===== config.mk =====
export PLATFORM = sky130hd
export DESIGN_NAME = jrc_verdict
export DESIGN_NICKNAME = d
export VERILOG_FILES = /design/src/hdl/jrc_pkg.sv /design/src/hdl/jrc_verdict.sv
export SDC_FILE = /design/constraint.sdc
export NUM_CORES = 1
export LEC_CHECK = 0
export BUFFER_PORTS_ARGS = -buffer_cell sky130_fd_sc_hd__buf_2
export CELL_PAD_IN_SITES_DETAIL_PLACEMENT = 1
export CELL_PAD_IN_SITES_GLOBAL_PLACEMENT = 1
export CORE_AREA = 5 5 122 124
export DETAILED_ROUTE_END_ITERATION = 10
export DIE_AREA = 0 0 127 129
export PLACE_DENSITY = 0.8
export SLEW_MARGIN = 20
export SYNTH_ARGS = -nofsm -noshare
export SYNTH_HDL_FRONTEND = slang
export SYNTH_SLANG_ARGS = --single-unit

===== constraint.sdc =====
create_clock -name vclk -period 2.1
set_input_delay 0.105 -clock vclk [all_inputs]
set_output_delay 0.105 -clock vclk [all_outputs]
set_load 0.1 [all_outputs]

===== src/hdl/jrc_pkg.sv =====
// Shared types, constants and the CRC-32 byte step for the journal record checker.
// No dependencies; taken in by jrc_verdict and journal_record_checker.
package jrc_pkg;

    localparam int unsigned SECTOR_BYTES_DEF  = 512;
    localparam int unsigned NAME_BYTES_DEF    = 32;
    localparam int unsigned CONTENT_BYTES_DEF = 448;

    localparam logic [31:0] MAGIC_WORD   = 32'h314A_5346;
    localparam logic [15:0] VERSION_WORD = 16'h0001;
    localparam logic [31:0] COMMIT_MARK  = 32'hC0DE_17ED;
    localparam logic [31:0] CRC_POLY     = 32'hEDB8_8320;
    localparam logic [31:0] CRC_INIT     = 32'hFFFF_FFFF;

    localparam int unsigned HDR_BYTES     = 20;
    localparam int unsigned CRC_HDR_BYTES = 16;
    localparam int unsigned COMMIT_BYTES  = 4;

    localparam int unsigned OUT_TDATA_W = 72;

    // operation codes after reset
    localparam logic [15:0] WRITE_OP_RESET  = 16'd1;
    localparam logic [15:0] REMOVE_OP_RESET = 16'd2;

    // configuration register indexes
    localparam logic CFG_WRITE_OP  = 1'b0;
    localparam logic CFG_REMOVE_OP = 1'b1;

    typedef enum logic [3:0] {
        REASON_OK          = 4'd0,
        REASON_MAGIC       = 4'd1,
        REASON_VERSION     = 4'd2,
        REASON_ZERO_SEQ    = 4'd3,
        REASON_COMMIT      = 4'd4,
        REASON_OP          = 4'd5,
        REASON_NAME        = 4'd6,
        REASON_LENGTH      = 4'd7,
        REASON_REMOVE_DATA = 4'd8,
        REASON_CRC         = 4'd9,
        REASON_PADDING     = 4'd10
    } t_reason;

    typedef struct packed {
        logic [31:0] magic;
        logic [15:0] version;
        logic [15:0] op;
        logic [31:0] seq;
        logic [15:0] name_len;
        logic [15:0] content_len;
        logic [31:0] commit;
        logic [31:0] crc;
        logic [31:0] stored_crc;
        logic        flag_name;
        logic        flag_pad;
    } t_sector;

    typedef struct packed {
        logic        record_valid;
        t_reason     reason;
        logic [15:0] op;
        logic [31:0] seq;
        logic [4:0]  name_len;
        logic [8:0]  content_len;
    } t_verdict;

    // reflected CRC-32, one byte
    function automatic logic [31:0] crc_byte(input logic [31:0] crc, input logic [7:0] b);
        logic [31:0] c;
        c = crc ^ {24'd0, b};
        for (int k = 0; k < 8; k++) begin
            c = (c >> 1) ^ (c[0] ? CRC_POLY : 32'd0);
        end
        return c;
    endfunction

endpackage


===== src/hdl/jrc_verdict.sv =====
// Verdict logic: ranks the sector checks and picks the first failing reason.
// Depends on jrc_pkg.
module jrc_verdict
    import jrc_pkg::*;
#(
    parameter int unsigned NAME_BYTES    = NAME_BYTES_DEF,
    parameter int unsigned CONTENT_BYTES = CONTENT_BYTES_DEF
) (
    input  t_sector     i_sector,
    input  logic [15:0] i_write_op,
    input  logic [15:0] i_remove_op,
    output t_verdict    o_verdict
);

    logic    w_name_ok;
    logic    w_len_ok;
    t_reason w_reason;

    assign w_name_ok = (i_sector.name_len != 16'd0) &&
                       (32'(i_sector.name_len) < NAME_BYTES) && !i_sector.flag_name;
    assign w_len_ok  = 32'(i_sector.content_len) <= CONTENT_BYTES;

    always_comb begin
        if (i_sector.magic != MAGIC_WORD) begin
            w_reason = REASON_MAGIC;
        end else if (i_sector.version != VERSION_WORD) begin
            w_reason = REASON_VERSION;
        end else if (i_sector.seq == 32'd0) begin
            w_reason = REASON_ZERO_SEQ;
        end else if (i_sector.commit != COMMIT_MARK) begin
            w_reason = REASON_COMMIT;
        end else if (i_sector.op != i_write_op && i_sector.op != i_remove_op) begin
            w_reason = REASON_OP;
        end else if (!w_name_ok) begin
            w_reason = REASON_NAME;
        end else if (!w_len_ok) begin
            w_reason = REASON_LENGTH;
        end else if (i_sector.op == i_remove_op && i_sector.content_len != 16'd0) begin
            w_reason = REASON_REMOVE_DATA;
        end else if (~i_sector.crc != i_sector.stored_crc) begin
            w_reason = REASON_CRC;
        end else if (i_sector.flag_pad) begin
            w_reason = REASON_PADDING;
        end else begin
            w_reason = REASON_OK;
        end
    end

    always_comb begin
        o_verdict.record_valid = (w_reason == REASON_OK);
        o_verdict.reason       = w_reason;
        o_verdict.op           = i_sector.op;
        o_verdict.seq          = i_sector.seq;
        o_verdict.name_len     = w_name_ok ? i_sector.name_len[4:0] : 5'd0;
        o_verdict.content_len  = w_len_ok ? i_sector.content_len[8:0] : 9'd0;
    end

endmodule


==> out/summary.txt <==
Endpoints failing setup = 0
Sequential Area = 0 µm²
Area growth syn-to-layout = 112.5%
Yosys top cell area share = 21.27%
Fin crit period = 2.004 ns
Register area share after synthesis = 0%
P_leak = 1.818 nW
Crit-path max FO = 3
RSZ-0062 raised after global routing = false
Sequential cell count = 0
Most common cell after layout, fill and taps aside = buf_2
Worst Path Class, Setup = primary input to output pin
Combinational Power Share = 100.0%
Largest cells by area after synthesis = buf_4, xnor2_1, xor2_1
Grt ovf = 0
Ports = 325
Final slew viol count = 0
Worst Setup Start Kind = primary input
Placed Cells = 698
DRC Markers = 0
Routed WL = 11.73 mm
Vias in the first global route = 3,287
First-pass GRT wire length = 16.13 mm
Slew @ Worst Pin = 0.5181 ns
Starting DRT DRC Count = 14
IO buf count = 325
Class of the worst hold path = primary input to output pin
YS warnings = 0
Switching share of power = 66.12%
Starting density of the core = 12.40%
Critical path's slowest cell = or3_4
Internal power = 0.0002982 W
CLK BUF = 0
Critical path capture point type = output pin
Syn Inst Count = 230
Tcrit/Tclk final = 95.41%
Syn_area_per_cell = 7.366 µm²
Sequential share of power = 0%
Sw power = 0.0005819 W
CP startpoint = i_sector[111]
Netlist Area Pre-Place = 1694 µm²
Max-cap violations = 0
Gpl congestion = 0.8275
Critical-path cell list = buf_2 -> nor3_1 -> nand2_1 -> or3_4 -> and2_4 -> o31a_1 -> o22ai_2 -> buf_12
Syn_nets = 488
Worst EP required = 2.00 ns
Worst Setup EP = o_verdict[63]
Die width = 127 µm
GRT Total Usage = 12.45%
Relative slew slack = 65.70%
CP max stage delay = 0.43 ns
Drt first pass iters = 3
Post-synth top area cell = buf_4
WL/cell = 16.78 µm
Fin. Hold Viols = 0
Diode count = 0
Commonest cells after routing, fill and taps aside = buf_2, xnor2_1, xor2_1, nand4_1, nor4_1
Synth unique cells = 32
Critical Path AT = 1.90 ns
Clock power share = 0%
Full die area = 16,380 µm²
Drt via density = 4.150
Status = completed
Final Net Count = 779
DP HPWL = 11.28 mm
Core box area = 13,670 µm²
Power per cell area = 244.5 nW/µm²
VDD IR max = 107.7 µV
Hold_ws = 0.5585 ns
Hold_buf cts = 0
Fmax achieved = 0.4991 GHz
Die Y = 129 µm
Finished Layout Cells = 699
DRT antenna net count = 0
Layout cell share with drive strength beyond 1 = 68.02%
Rows = 43
Largest net degree at the start of global routing = 11
Vias = 2,901
Initial antenna violation count = 0
==> synth_stat cells (2+ instances only) <==
library cell,count
nor4bb_1,5
xor2_1,32
and4b_1,2
nor4_1,22
nor2_1,7
buf_4,48
xnor2_1,32
nand4b_1,2
nor4b_1,4
or2_2,2
a22oi_1,2
nand2_1,7
nor3_1,3
or3_1,2
o21ai_0,3
nand4_1,28
and2_1,14
==> routing by layer <==
layer | vias up | track usage [%] | wire [µm]
met2 | 200 | 27.52 | 6721
met5 | - | 0 | 0
met1 | 1306 | 11.10 | 3567
met4 | 0 | 2.461 | 237
met3 | 16 | 2.947 | 1203
li1 | 1379 | - | -
==> worst min path at each step <==
stage | depth (start not counted) | startpoint | slack [ns] | end
after floorplan | 1 | i_sector[0] | 0.32 | o_verdict[66]
after detailed placement | 3 | i_sector[0] | 0.55 | o_verdict[66]
after global placement | 3 | i_sector[0] | 0.55 | o_verdict[66]
after global routing | 3 | i_sector[0] | 0.57 | o_verdict[66]
final | 3 | i_sector[0] | 0.56 | o_verdict[66]
after CTS | 3 | i_sector[0] | 0.55 | o_verdict[66]
==> critical path, delay by kind of cell <==
kind / cells / cell delay, ns
AOI/OAI and AO/OA: 2 / 0.44
buffers and inverters: 2 / 0.30
and+or+nand+nor: 4 / 1.05
==> cell type report <==
class / instances / area, µm²
Multi-Input combinational cell: 180 / 1411
Fill cell: 1754 / 10070
Tap cell: 180 / 225.2
Timing Repair Buffer: 338 / 1959
Inverter: 1 / 3.754
==> cell families (layout without fill, tap and decap cells) <==
| family | after synthesis | after routing | share of synthesized area [%] |
|---|---|---|---|
| AND/OR/NAND/NOR | 104 | 104 | 40.03 |
| XOR/XNOR | 64 | 64 | 33.09 |
| buffers and inverters | 50 | 339 | 21.71 |
| AO/OA/AOI/OAI | 12 | 12 | 5.170 |
==> power by group through the flow <==
| stage | Clock (W) | Sequential [W] | Combinational (W) |
|---|---|---|---|
| CTS | 0 | 0 | 0.000880 |
| global route | 0 | 0 | 0.000927 |
| finish | 0 | 0 | 0.000880 |
| global placement | 0 | 0 | 0.000863 |
| detailed placement | 0 | 0 | 0.000877 |
| floorplan | 0 | 0 | 0.000567 |
==> metrics by stage <==
stage | total power (W) | utilization, % | instance area [µm²] | TNS [ns] | setup slack (ns)
2_1_floorplan | 0.0005670 | - | 1730 | -0.3542 | -0.1930
3_3_place_gp | 0.0008632 | 25.84 | 3531 | -0.2418 | -0.1233
3_5_place_dp | 0.0008771 | 25.84 | 3531 | -0.2993 | -0.1518
4_1_cts | 0.0008798 | 25.94 | 3545 | 0 | 0.0007538
5_1_grt | 0.0009269 | 26.34 | 3600 | 0 | 0.002961
6_report | 0.0008802 | 26.34 | 3600 | 0 | 0.09633
==> repair_timing <==
| action | CTS | global route |
|---|---|---|
| endpoints found under the setup margin | 2 | 4 |
| resized for setup | 2 | 8 |
| pin swaps | 0 | 3 |
| setup buffers | 0 | 1 |
Note: power is estimated with default switching activity, not from simulation.
